$ cat src/rtl/normalized_walsh_hadamard_transform_macros.svh
// Assertion macros shared by the transform RTL.
`ifndef NORMALIZED_WALSH_HADAMARD_TRANSFORM_MACROS_SVH
`define NORMALIZED_WALSH_HADAMARD_TRANSFORM_MACROS_SVH
`ifndef SYNTHESIS
`define NWHT_ASSERT_IMP(lbl, clk, rst, ante, cons) \
   lbl: assert property (@(posedge clk) disable iff (rst) (ante) |-> (cons)) \
      else $error("property violated");
`define NWHT_ASSERT_NXT(lbl, clk, rst, ante, cons) \
   lbl: assert property (@(posedge clk) disable iff (rst) (ante) |=> (cons)) \
      else $error("property violated");
`else
`define NWHT_ASSERT_IMP(lbl, clk, rst, ante, cons)
`define NWHT_ASSERT_NXT(lbl, clk, rst, ante, cons)
`endif
`endif

$ cat src/rtl/nwht_pkg.sv
// Shared types and constants of the normalized Walsh-Hadamard transform.
package nwht_pkg;

   localparam int SAMPLE_WIDTH_DEF = 16;
   localparam int MAX_LENGTH_DEF   = 512;
   localparam int BASE_LOG         = 7;
   localparam int LOG_W            = 4;
   localparam int Q_BITS           = 15;
   localparam logic [15:0] INV_SQRT2_Q15 = 16'd23170;

   localparam int CSR_ADDR_W = 3;
   localparam int CSR_DATA_W = 32;
   localparam logic [0:0] REG_SIZE_SELECT = 1'b0;
   localparam logic [1:0] SEL_512 = 2'd2;

   // Travels with every item through the cell row.
   typedef struct packed {
      logic pend;
      logic last;
   } cell_tag_type;

   typedef struct packed {
      logic clear;
      logic active;
   } cell_ctrl_type;

endpackage

$ cat src/rtl/nwht_cell.sv
// One butterfly cell with a single-path delay line.
module nwht_cell
   import nwht_pkg::*;
#(
   parameter int STAGE  = 0,
   parameter int IN_W   = 16,
   parameter int LINK_W = 25
) (
   input  logic                     clock,
   input  logic                     reset,
   input  cell_ctrl_type            ctrl,
   input  logic                     in_valid,
   output logic                     in_ready,
   input  logic signed [LINK_W-1:0] in_data,
   input  cell_tag_type             in_tag,
   output logic                     out_valid,
   input  logic                     out_ready,
   output logic signed [LINK_W-1:0] out_data,
   output cell_tag_type             out_tag
);

   localparam int DEPTH      = 1 << STAGE;
   localparam int OUT_W      = IN_W + 1;
   localparam int PW         = STAGE + 1;
   localparam int PHASE_INIT = (DEPTH + 1) % (2 * DEPTH);

   logic [PW-1:0]           phase_ff, phase_in;
   logic                    valid_ff, valid_in;
   logic signed [OUT_W-1:0] data_ff, data_in;
   cell_tag_type            tag_ff;
   logic signed [OUT_W-1:0] delay_ff [DEPTH];
   logic signed [OUT_W-1:0] push, x, tail;
   logic                    fire;

   assign in_ready  = !valid_ff || out_ready;
   assign fire      = in_valid && in_ready;
   assign x         = OUT_W'($signed(in_data[IN_W-1:0]));
   assign tail      = delay_ff[DEPTH-1];
   assign out_valid = valid_ff;
   assign out_data  = LINK_W'(data_ff);
   assign out_tag   = tag_ff;

   // First half of a block parks the input and sends out the stored differences;
   // the second half pairs the parked element with the new one; an inactive cell passes the input through.
   always_comb begin
      if (!ctrl.active) begin
         data_in = x;
         push    = x;
      end else if (phase_ff[STAGE]) begin
         data_in = tail + x;
         push    = tail - x;
      end else begin
         data_in = tail;
         push    = x;
      end
      if (ctrl.clear) begin
         phase_in = PW'(PHASE_INIT);
      end else if (fire) begin
         phase_in = phase_ff + PW'(1);
      end else begin
         phase_in = phase_ff;
      end
      if (fire) begin
         valid_in = 1'b1;
      end else if (out_ready) begin
         valid_in = 1'b0;
      end else begin
         valid_in = valid_ff;
      end
   end

   always_ff @(posedge clock) begin
      if (reset) begin
         valid_ff <= 1'b0;
         phase_ff <= PW'(PHASE_INIT);
      end else begin
         valid_ff <= valid_in;
         phase_ff <= phase_in;
      end
   end

   always_ff @(posedge clock) begin
      if (fire) begin
         data_ff     <= data_in;
         tag_ff      <= in_tag;
         delay_ff[0] <= push;
         for (int i = 1; i < DEPTH; i++) begin
            delay_ff[i] <= delay_ff[i-1];
         end
      end
   end

endmodule

$ cat config.mk
export PLATFORM = sky130hd
export DESIGN_NAME = nwht_cell
export DESIGN_NICKNAME = d
export VERILOG_FILES = /design/src/rtl/normalized_walsh_hadamard_transform_macros.svh /design/src/rtl/nwht_pkg.sv /design/src/rtl/nwht_cell.sv
export SDC_FILE = /design/constraint.sdc
export NUM_CORES = 1
export LEC_CHECK = 0
export ABC_CLOCK_PERIOD_IN_PS = 4400
export BUFFER_PORTS_ARGS = -buffer_cell sky130_fd_sc_hd__buf_2
export CAP_MARGIN = 20
export CORE_UTILIZATION = 41
export CTS_BUF_LIST = sky130_fd_sc_hd__clkbuf_8
export CTS_CLUSTER_DIAMETER = 30
export DETAILED_ROUTE_END_ITERATION = 16
export GPL_TIMING_DRIVEN = 0
export PLACE_DENSITY_LB_ADDON = 0.15
export SYNTH_ARGS = -nofsm -noshare
export SYNTH_HDL_FRONTEND = slang
export SYNTH_SLANG_ARGS = --single-unit
$ cat constraint.sdc
create_clock -name clock -period 4.4 [get_ports clock]
set_input_delay 0.22 -clock clock [delete_from_list [all_inputs] [get_ports clock]]
set_output_delay 0.22 -clock clock [all_outputs]
set_load 0.02 [all_outputs]
Yosys cells after proc, flatten, opt, wreduce, memory -nomap -nowiden
Memories as Yosys holds them, arrays and structs flattened.
Index checks and enable logic that the tools add are counted.
{"block": "word_totals", "reg_bits": 21, "romBits": 0, "output_inout_bits": 29, "mem_count": 1, "mem_bits_rw": 17, "latchBits": 0, "input_bits": 33, "word_cells": 22}
{"block": "classes", "reduce_logical": 5, "div": 0, "addsub": 3, "n_shift": 0, "n_lt_le_gt_ge": 0, "mux": 8, "n_eq_ne": 0, "multipliers": 0, "n_bitwise": 0}
{"name": "delay_ff", "words": 1, "word_bits": 17, "read_ports": 1, "rd_clocked_by_memory_dff": 0, "wr": 1, "line": "nwht_cell.sv:31", "source": "logic signed [OUT_W-1:0] delay_ff [DEPTH];"}
{"operator": "17-bit 2-to-1 mux", "count": 4}
{"operator": "17-bit by 16-bit adder with 17-bit output", "count": 1}
{"operator": "17-bit by 16-bit subtractor with 17-bit output", "count": 1}
{"operator": "1-bit 2-to-1 mux", "count": 4}
{"operator": "2-bit nonzero test", "count": 1}
{"operator": "2-bit OR reduction", "count": 1}
{"operator": "1-bit adder, second input constant", "count": 1}
{"operator": "1-bit logical AND", "count": 1}
{"operator": "1-bit logical NOT", "count": 1}
{"operator": "1-bit logical OR", "count": 1}

Depth between registers and ports, before layout
Gate-level depths: netlist of run 1.
{"block": "logic_depth", "word_depth": 5, "ltp_mapped": 11, "depth_no_buf": 11}

Worst setup path after synthesis of run 1
Ideal clock, no wire load.
{"block": "synth_timing", "path_type": "reg-to-reg", "startpoint": "memory delay_ff[0][0] (netlist bit)", "endpoint": "register data_ff[16] (data pin)", "path_stages_with_launch": 11, "arrival_ns": 2.356, "slack_ns": 1.766, "path_buffers": 0, "period_less_slack_ns": 2.634, "setup_ns": 0.277, "required_time_ns": 4.123, "cell_sequence": "edfxtp_1 > ha_1 > fa_1 > nor2b_2 > o221ai_2 > a21oi_2 > o21a_4 > a2111oi_4 > o31ai_2 > mux2i_1 > a32oi_1"}
{"block": "synth_between", "elab_chain_len": 4}
{"element": "start, declared", "line": "nwht_cell.sv:31"}
{"element": "memory 1 x 17 bit"}
{"element": "17-bit by 16-bit adder with 17-bit output", "line": "nwht_cell.sv:50", "source": "data_in = tail + x;"}
{"element": "17-bit 2-to-1 mux", "line": "nwht_cell.sv:49", "source": "end else if (phase_ff[STAGE]) begin"}
{"element": "17-bit 2-to-1 mux", "line": "nwht_cell.sv:46", "source": "if (!ctrl.active) begin"}
{"element": "net data_in[16]", "line": "nwht_cell.sv:29", "source": "logic signed [OUT_W-1:0] data_ff, data_in;"}
{"element": "end signal, assigned", "line": "nwht_cell.sv:84", "source": "data_ff <= data_in;"}
{"element": "end, declared", "line": "nwht_cell.sv:29"}
The timed path passes the listed nets, and every way through them passes these cells.
A chain may end at the register's enable or synchronous reset.

Worst setup path after layout of run 1
{"block": "layout_timing", "startpoint": "memory delay_ff[0][0] (netlist bit)", "endpoint": "register data_ff[14] (data pin)"}
The elaborated chain is that of the path after synthesis.

==> impl_metrics.ini, run 1 <==
[timing]
hold_viol = 0
worst_slew_pin_slew_ns = 0.924
fmax_ghz = 0.345
slew_headroom = 0.384
timing.final.crit_period_ns = 2.90
fin_crit_sh = 0.659
holdWs_ns = 0.0788
fin_setup_tns_ns = 0
grt_setup_unrepaired = no
fin_skew_ns = 0.00393
finalWorstSetupSlack_ns = 1.50
setup_violations = 0
drv_slew = 0

[floorplanning]
pin_count = 62
rows = 32
start_util = 0.427
dieArea_mm2 = 0.00849
core_mm2 = 0.00781
die_w_um = 92.2
die_h_um = 92.2

[worst_setup_path]
r2r-start = delay_ff[0][0]$_DFFE_PP_
critPathLaunch = delay_ff[0][0]$_DFFE_PP_
worst_path_max_delay_cell = edfxtp_1
crit_family = compound AO/OA/AOI/OAI gates
path_common_cell = o221ai_2
cp_max_fo = 4
cpPeakStageDelay_ns = 0.41
required_ns = 4.42
arrival_ns = 2.92
cp_num_buf_inv = 0
startpoint_type = register
crit_type = register to register
cp_cell_sequence = ha_1 -> fa_1 -> nor2b_2 -> o221ai_2 -> a21oi_2 -> o21a_4 -> a2111oi_4 -> o41ai_1 -> xor2_1 -> o221ai_2
end_kind = register

[routing]
ant_nets = 0
drt_iter0_markers = 80
routed_wl_mm = 8.08
post_drt_wl_per_cell_um = 15.2
first_pass_iters = 4
vias = 2754
drc = 0
vias_per_cell = 5.20

[synthesis]
netlist_instances = 369
synth.distinct_cells = 55
postSynthNetCount = 436
ys_seq_elements = 38
synth-edff-count = 36
netlist.area_leader.share = 0.324
yosys.area.top_type = edfxtp_1
synth-seq-area-share = 0.336
syn_area_per_cell_um2 = 9.03
synth_flop_cell = edfxtp_1
synth_warnings = 0
synth_top_cells_by_area = edfxtp_1 32%, ha_1 12%, xnor2_1 4.7%, a21oi_1 4.7%, o21ai_0 4.7%
async_flop_share = 0
synthTopCellsByCount = 36 x edfxtp_1, 36 x nand2_1, 32 x ha_1
synth_area_mm2 = 0.00333

[cells_and_area]
stdcell_area_mm2 = 0.00381
multiInputGateArea_mm2 = 0.00191
drive_above_1_share = 0.213
diodes = 0
synthToLayoutAreaGrowth_pct = 14.3
seqCellArea_mm2 = 0.00112
nets = 494
nFillCells = 758

[cts]
cts.sinks = 38
max-clock-path-buffers = 2
insertion_delay_ns = 0.29
clock-root-buffer = clkbuf_8
cts.reportedPaths.clkPinSlew_ns = 0.08
hold_buffers = 0
postCtsSetupBuffers = 0
ctsResizeCount = 0
htree_levels = 2
cts_tree = yes
cts_buffers = 5

[min_path]
hp-start = ctrl[1]
hold_class = input port to register

[power_and_ir_drop]
total_power_mw = 1.09
ir_worst_vdd_uv = 110
p_per_area_mw_per_mm2 = 286
p_leak_nw = 1.65

[grt]
grtUsageTotal = 0.203
antenna_found_initial = 0
grt_pass1_vias = 2688
grt_max_degree = 38
grt_pass1_wl_mm = 13.3
gr-total-overflow = 0

[run]
max_cap_viol_count = 0

[placement]
placed_area_mm2 = 0.00372
dpl_worst_slack_ns = 1.52
port_buffers = 51
dpl.hpwl_mm = 5.99
gp_congestion = 0.884

[run_status]
outcome = finished clean
layer usage:
layer | global-route usage | share of wire | vias to the layer above
met5 | 0 | 0 | -
met4 | 0.0651 | 0.015 | 0
met3 | 0.0332 | 0.044 | 9
met2 | 0.333 | 0.46 | 52
met1 | 0.271 | 0.48 | 1281
li1 | - | - | 1412
power by group:
group          internal, mW  switching [mW]
registers             0.431          0.0143
clock network         0.124           0.128
logic                 0.161           0.230
total                 0.716           0.372
worst paths after layout:
kind / end / slack, ns / depth (start not counted)
hold reg to reg: out_valid$_SDFFE_PP0P_ / 0.53 / 2
setup reg to reg: data_ff[14]$_DFFE_PP_ / 1.50 / 10
hold / removal: phase_ff$_SDFFE_PP0P_ / 0.08 / 2
setup / recovery: data_ff[14]$_DFFE_PP_ / 1.50 / 10
cell families after synthesis:
kind of cell    synth area share
compound gates             0.222
simple gates               0.131
buf+inv                   0.0912
flops                      0.336
fa+ha+maj                  0.132
xor+xnor                  0.0631
mux                       0.0244
state kept, by name, indices dropped and copies added (netlist names):
| register | flops |
|---|---|
| delay_ff | 17 |
| data_ff | 17 |
| out_valid | 1 |
| phase_ff | 1 |
| out_tag | 2 |
metrics by stage:
step | util | instances
finish | 0.488 | 530
global route | 0.488 | 530
CTS | 0.488 | 530
detailed placement | 0.476 | 522
global placement | 0.476 | 522
floorplan | - | 369
cells in the final DEF, fill, tap and decap left out, drive strengths merged, types with 2 or more instances in the layout:
| cell | Yosys | layout |
|---|---|---|
| a21oi | 33 | 33 |
| a21o | 2 | 2 |
| o221ai | 5 | 5 |
| mux2i | 7 | 7 |
| ha | 32 | 32 |
| dfxtp | 2 | 2 |
| or2 | 3 | 3 |
| buf | 12 | 63 |
| nor2 | 27 | 27 |
| or3 | 2 | 2 |
| o211ai | 9 | 9 |
| xnor2 | 18 | 18 |
| edfxtp | 36 | 36 |
| a211oi | 3 | 3 |
| nor2b | 6 | 6 |
| nand2 | 36 | 36 |
| xor2 | 6 | 6 |
| clkbuf | 14 | 20 |
| o31ai | 5 | 5 |
| fa | 2 | 2 |
| o21bai | 5 | 5 |
| o21ai | 32 | 32 |
| nand2b | 8 | 8 |
| o21a | 3 | 3 |
| a221oi | 2 | 2 |
| a2111oi | 2 | 2 |
| inv | 33 | 34 |
| and2 | 2 | 2 |
| nor3 | 8 | 8 |
| a31o | 3 | 3 |
worst reg2reg max path, stage by stage (launching register included):
cell and delay, ns:
edfxtp_1 0.41, ha_1 0.23, fa_1 0.41, nor2b_2 0.19, o221ai_2 0.19, a21oi_2 0.10, o21a_4 0.23, a2111oi_4 0.41
o41ai_1 0.15, xor2_1 0.19, o221ai_2 0.11
area by class of cell:
type	count	area share
buffer	26	0.0473
inverter	33	0.0325
clock buffer	6	0.0217
sequential	38	0.294
multi-input combinational	272	0.501
timing repair buffer	51	0.0670
tap	102	0.0335
clock inverter	2	0.00230
Power figures use the tool's default switching activity.
==> run 2: changes to the inputs <==
--- a/config.mk
+++ b/config.mk
@@ -5,7 +5,7 @@
 export SDC_FILE = /design/constraint.sdc
 export NUM_CORES = 1
 export LEC_CHECK = 0
-export ABC_CLOCK_PERIOD_IN_PS = 4400
+export ABC_CLOCK_PERIOD_IN_PS = 2700
 export BUFFER_PORTS_ARGS = -buffer_cell sky130_fd_sc_hd__buf_2
 export CAP_MARGIN = 20
 export CORE_UTILIZATION = 41
==> constraint.sdc (replaced) <==
create_clock -name clock -period 2.7 [get_ports clock]
set_input_delay 0.135 -clock clock [delete_from_list [all_inputs] [get_ports clock]]
set_output_delay 0.135 -clock clock [all_outputs]
set_load 0.02 [all_outputs]
==> impl_metrics.ini, run 2 (synthesis results as in run 1) <==
[placement]
dpl.hpwl_mm = 5.99
dp.cells = 522
gp_congestion = 0.884
dpl_worst_slack_ns = -0.175
port_buffers = 51

[cells_and_area]
final_common_cell = buf_2
drive_above_1_share = 0.248
final_cell_mix = 51 x buf_2, 36 x nand2_1, 36 x edfxtp_1
nets = 505
diodes = 0
final_cells = 541
synthToLayoutAreaGrowth_pct = 19.0

[power_and_ir_drop]
ir_worst_vdd_uv = 180
p_per_area_mw_per_mm2 = 459
p_leak_nw = 1.72

[floorplanning]
dieArea_mm2 = 0.00849
die_w_um = 92.2
start_util = 0.427
die_h_um = 92.2
core_mm2 = 0.00781
rows = 32
pin_count = 62

[routing]
ant_nets = 0
routed_wl_mm = 8.33
first_pass_iters = 4
post_drt_wl_per_cell_um = 15.4
routedLengthMet1_mm = 4.07
vias_per_cell = 5.20
drt_iter0_markers = 82
top_layer = met4
drc = 0
wl_met2_mm = 3.97
vias = 2815
met3_length_um = 210

[run_status]
violations = setup timing
outcome = finished, violations left

[timing]
setup_violations = 2
drv_slew = 0
fin_crit_sh = 1.03
hold_viol = 0
fmax_ghz = 0.361
slew_headroom = 0.378
timing.final.crit_period_ns = 2.77
worst_slew_pin_slew_ns = 0.932
finalWorstSetupSlack_ns = -0.0683
fin_skew_ns = 0.00474
grt_setup_unrepaired = yes
holdWs_ns = 0.0183

[worst_setup_path]
crit_type = register to register
path_common_cell = o221ai_2
worst_path_max_delay_cell = edfxtp_1
startpoint_type = register
cp_cell_sequence = ha_2 -> fa_2 -> nor2b_4 -> o221ai_2 -> a21oi_2 -> o21a_4 -> a2111oi_4 -> o41ai_2 -> xor2_1 -> o221ai_2
end_kind = register
arrival_ns = 2.78
cp_max_fo = 4
required_ns = 2.71
rrSetupSlack_ns = -0.07
cpPeakStageDelay_ns = 0.42

[grt]
gr-total-overflow = 0
antenna_found_initial = 0
grt_pass1_wl_mm = 13.5
grtUsageTotal = 0.205
grt_max_degree = 38
grt_pass1_vias = 2719

[run]
max_cap_viol_count = 0

[cts]
htree_levels = 2
clock-root-buffer = clkbuf_8
max-clock-path-buffers = 2
cts_buffers = 5
insertion_delay_ns = 0.29
cts.reportedPaths.clkPinSlew_ns = 0.08
cts.sinks = 38
cts_tree = yes

[min_path]
hold_class = input port to register
## run 2: changes by cell type in the layout (fill, tap and decap cells not counted), moves of 2 or more
cell           delta
a21oi_1           -4
a221oi_2          +2
buf_4             +7
a221oi_1          -2
dlygate4sd3_1     +4
a21oi_2           +4
ha_1              -2
## run 2: layout make-up
class	instances	area [µm²]
fillers	742	3840
multi-input cells	272	1970
flip-flops and latches	38	1120
repair buffers	62	348
plain buffers	26	183
well taps	102	128
inverters	33	124
clock buffers	6	82.6
clock inverters	2	8.76
## run 2: worst paths after layout
kind | startpoint | endpoint | cells past startpoint
worst max-delay path | delay_ff[0][0]$_DFFE_PP_ | data_ff[14]$_DFFE_PP_ | 10
worst min-delay path | in_tag[1] | out_tag[1]$_DFFE_PP_ | 1
worst max register to register | delay_ff[0][0]$_DFFE_PP_ | data_ff[14]$_DFFE_PP_ | 10
worst min register to register | out_valid$_SDFFE_PP0P_ | out_valid$_SDFFE_PP0P_ | 2
## run 2: metrics by stage
| stage | TNS (ns) | area (µm²) | util | power (mW) |
|---|---|---|---|---|
| after global routing | -0.646 | 3960 | 0.508 | 1.94 |
| after global placement | -0.333 | 3710 | 0.476 | 1.37 |
| after CTS | -0.0137 | 3860 | 0.494 | 1.81 |
| final | -0.0812 | 3960 | 0.508 | 1.82 |
| after detailed placement | -0.408 | 3720 | 0.476 | 1.38 |
| after floorplan | 0 | 3330 | - | 1.22 |
## run 2: routing by layer
metal,track usage,vias up
li1,-,1432
met3,0.0332,4
met4,0.0651,0
met1,0.271,1328
met5,0,-
met2,0.340,51
## run 2: what timing repair did
item	4_1_cts	5_1_grt
gates cloned	0	0
endpoints found under the setup margin	5	10
endpoints found under the hold margin	2	1
hold buffers	3	1
resized for setup	5	8
buffers inserted	0	7
pin swaps	4	5
## run 2: where the power goes
group / total [mW] / leakage (nW) / switching (mW) / internal, mW
registers: 0.726 / 0.367 / 0.0240 / 0.702
clock network: 0.409 / 0.0524 / 0.206 / 0.203
logic: 0.683 / 1.30 / 0.393 / 0.290
## run 2: critical path: cells and delay by family (launching register included)
kind / cells / cell delay (ns)
AND/OR/NAND/NOR: 1 / 0.15
XOR/XNOR: 1 / 0.21
AO/OA/AOI/OAI: 6 / 1.14
flip-flops: 1 / 0.42
adder cells (fa/ha/maj): 2 / 0.57
==> run 3: changes to the inputs <==
--- a/config.mk
+++ b/config.mk
@@ -6,12 +6,11 @@
 export NUM_CORES = 1
 export LEC_CHECK = 0
 export ABC_CLOCK_PERIOD_IN_PS = 2700
-export BUFFER_PORTS_ARGS = -buffer_cell sky130_fd_sc_hd__buf_2
 export CAP_MARGIN = 20
 export CORE_UTILIZATION = 41
-export CTS_BUF_LIST = sky130_fd_sc_hd__clkbuf_8
 export CTS_CLUSTER_DIAMETER = 30
 export DETAILED_ROUTE_END_ITERATION = 16
+export DONT_BUFFER_PORTS = 1
 export GPL_TIMING_DRIVEN = 0
 export PLACE_DENSITY_LB_ADDON = 0.15
 export SYNTH_ARGS = -nofsm -noshare
==> impl_metrics.ini, run 3 (synthesis results as in run 1) <==
[grt]
gr-total-overflow = 0
grt_pass1_wl_mm = 13.2
grt_max_degree = 38
grtUsageTotal = 0.201
grt_pass1_vias = 2612
antenna_found_initial = 0

[cts]
cts.reportedPaths.clkPinSlew_ns = 0.08
cts_buffers = 5
insertion_delay_ns = 0.29
cts_tree = yes
max-clock-path-buffers = 2
cts.sinks = 38
clock-root-buffer = clkbuf_8
htree_levels = 2

[power_and_ir_drop]
ir_worst_vdd_uv = 269
p_leak_nw = 1.51
p_per_area_mw_per_mm2 = 479
total_power_mw = 1.78

[worst_setup_path]
required_ns = 2.72
crit_end = data_ff[14]$_DFFE_PP_
arrival_ns = 2.75
crit_type = register to register
startpoint_type = register
end_kind = register
cp_max_fo = 4
r2r-start = delay_ff[0][0]$_DFFE_PP_
rrSetupSlack_ns = -0.03
reg2reg_to = data_ff[14]$_DFFE_PP_
critPathLaunch = delay_ff[0][0]$_DFFE_PP_
rr_worst_depth = 10

[run_status]
violations = setup timing
outcome = finished, violations left

[cells_and_area]
final_cell_mix = 36 x nand2_1, 36 x edfxtp_1, 31 x inv_1
synthToLayoutAreaGrowth_pct = 11.3
final_cells = 490
diodes = 0
drive_above_1_share = 0.144
nets = 454

[timing]
fin_crit_sh = 1.01
fmax_ghz = 0.366
worst_slew_pin_slew_ns = 0.925
fin_skew_ns = 0.00370
fin_setup_tns_ns = -0.0410
slew_headroom = 0.383
grt_setup_unrepaired = yes
finalWorstSetupSlack_ns = -0.0286
drv_slew = 0
timing.final.crit_period_ns = 2.73
setup_violations = 2
hold_viol = 0

[floorplanning]
die_w_um = 92.2
pin_count = 62
die_h_um = 92.2
rows = 32
start_util = 0.427
dieArea_mm2 = 0.00849
core_mm2 = 0.00781

[placement]
gp_congestion = 0.843
port_buffers = 0
dpl.hpwl_mm = 5.70
dp.cells = 471

[routing]
ant_nets = 0
first_pass_iters = 4
vias = 2637
drc = 0
routed_wl_mm = 8.19
post_drt_wl_per_cell_um = 16.7
vias_per_cell = 5.38
drt_iter0_markers = 91

[min_path]
hold_class = input port to register

[run]
max_cap_viol_count = 0
==> run 3: cell types whose count changed in the layout (fill, tap and decap cells not counted), sizes merged <==
cell         before  now
dlygate4sd3       4    5
buf              69   17
clkbuf           21   22
inv              34   33
==> run 3: final cells by class <==
class / instances / area, µm²
buffer: 26 / 183
timing repair buffer: 11 / 95.1
tap: 102 / 128
sequential: 38 / 1120
clock buffer: 7 / 86.3
clock inverter: 1 / 5.00
multi-input combinational: 272 / 1970
inverter: 33 / 124
fill: 757 / 4100
==> run 3: timing repair <==
item | 4_1_cts | 5_1_grt
buffers inserted | 0 | 6
pin swaps | 4 | 5
hold endpoints to repair | 4 | 0
hold buffers | 5 | 0
resized for setup | 5 | 8
setup endpoints to repair | 6 | 7
gates cloned | 0 | 0
==> run 3: routing by layer <==
layer	vias to the layer above	share of wire	track usage
met5	-	0	0
met4	0	0.0077	0.0495
met3	7	0.054	0.0439
met2	60	0.47	0.330
met1	1238	0.47	0.268
li1	1332	-	-
==> run 3: how the worst min path moves through the flow <==
stage                                to  cells after the start  slack (ns)       start
2_1_floorplan    out_valid$_SDFFE_PP0P_                      1        0.20       reset
3_3_place_gp     out_valid$_SDFFE_PP0P_                      1        0.21       reset
3_5_place_dp     out_valid$_SDFFE_PP0P_                      1        0.21       reset
4_1_cts        delay_ff[0][4]$_DFFE_PP_                      1        0.02  in_data[4]
5_1_grt        delay_ff[0][4]$_DFFE_PP_                      1        0.01  in_data[4]
6_report       delay_ff[0][4]$_DFFE_PP_                      1        0.03  in_data[4]
==> run 3: report_power, final <==
| group | total [mW] | switching (mW) | leakage [nW] | internal [mW] |
|---|---|---|---|---|
| Combinational | 0.595 | 0.338 | 1.10 | 0.257 |
| Sequential | 0.759 | 0.0550 | 0.367 | 0.704 |
| Clock | 0.420 | 0.214 | 0.0482 | 0.207 |
| Total | 1.78 | 0.607 | 1.51 | 1.17 |
==> run 3: critical path, stage by stage (launching register included) <==
cell and delay (ns):
edfxtp_1 0.42, ha_2 0.21, fa_2 0.35, nor2b_4 0.15, o221ai_2 0.16, a21oi_2 0.10
o21a_4 0.23, a2111oi_4 0.37, o41ai_2 0.14, xor2_1 0.21, o221ai_2 0.11
==> run 3: per-stage QoR <==
| step | utilization | hold WS, ns | worst slack, ns | cell area [µm²] |
|---|---|---|---|---|
| floorplan | - | 0.204 | 0.0663 | 3330 |
| global placement | 0.443 | 0.206 | -0.161 | 3460 |
| detailed placement | 0.443 | 0.210 | -0.176 | 3460 |
| CTS | 0.464 | 0.0174 | -0.0373 | 3620 |
| global route | 0.475 | 0.0127 | -0.154 | 3710 |
| finish | 0.475 | 0.0253 | -0.0286 | 3710 |
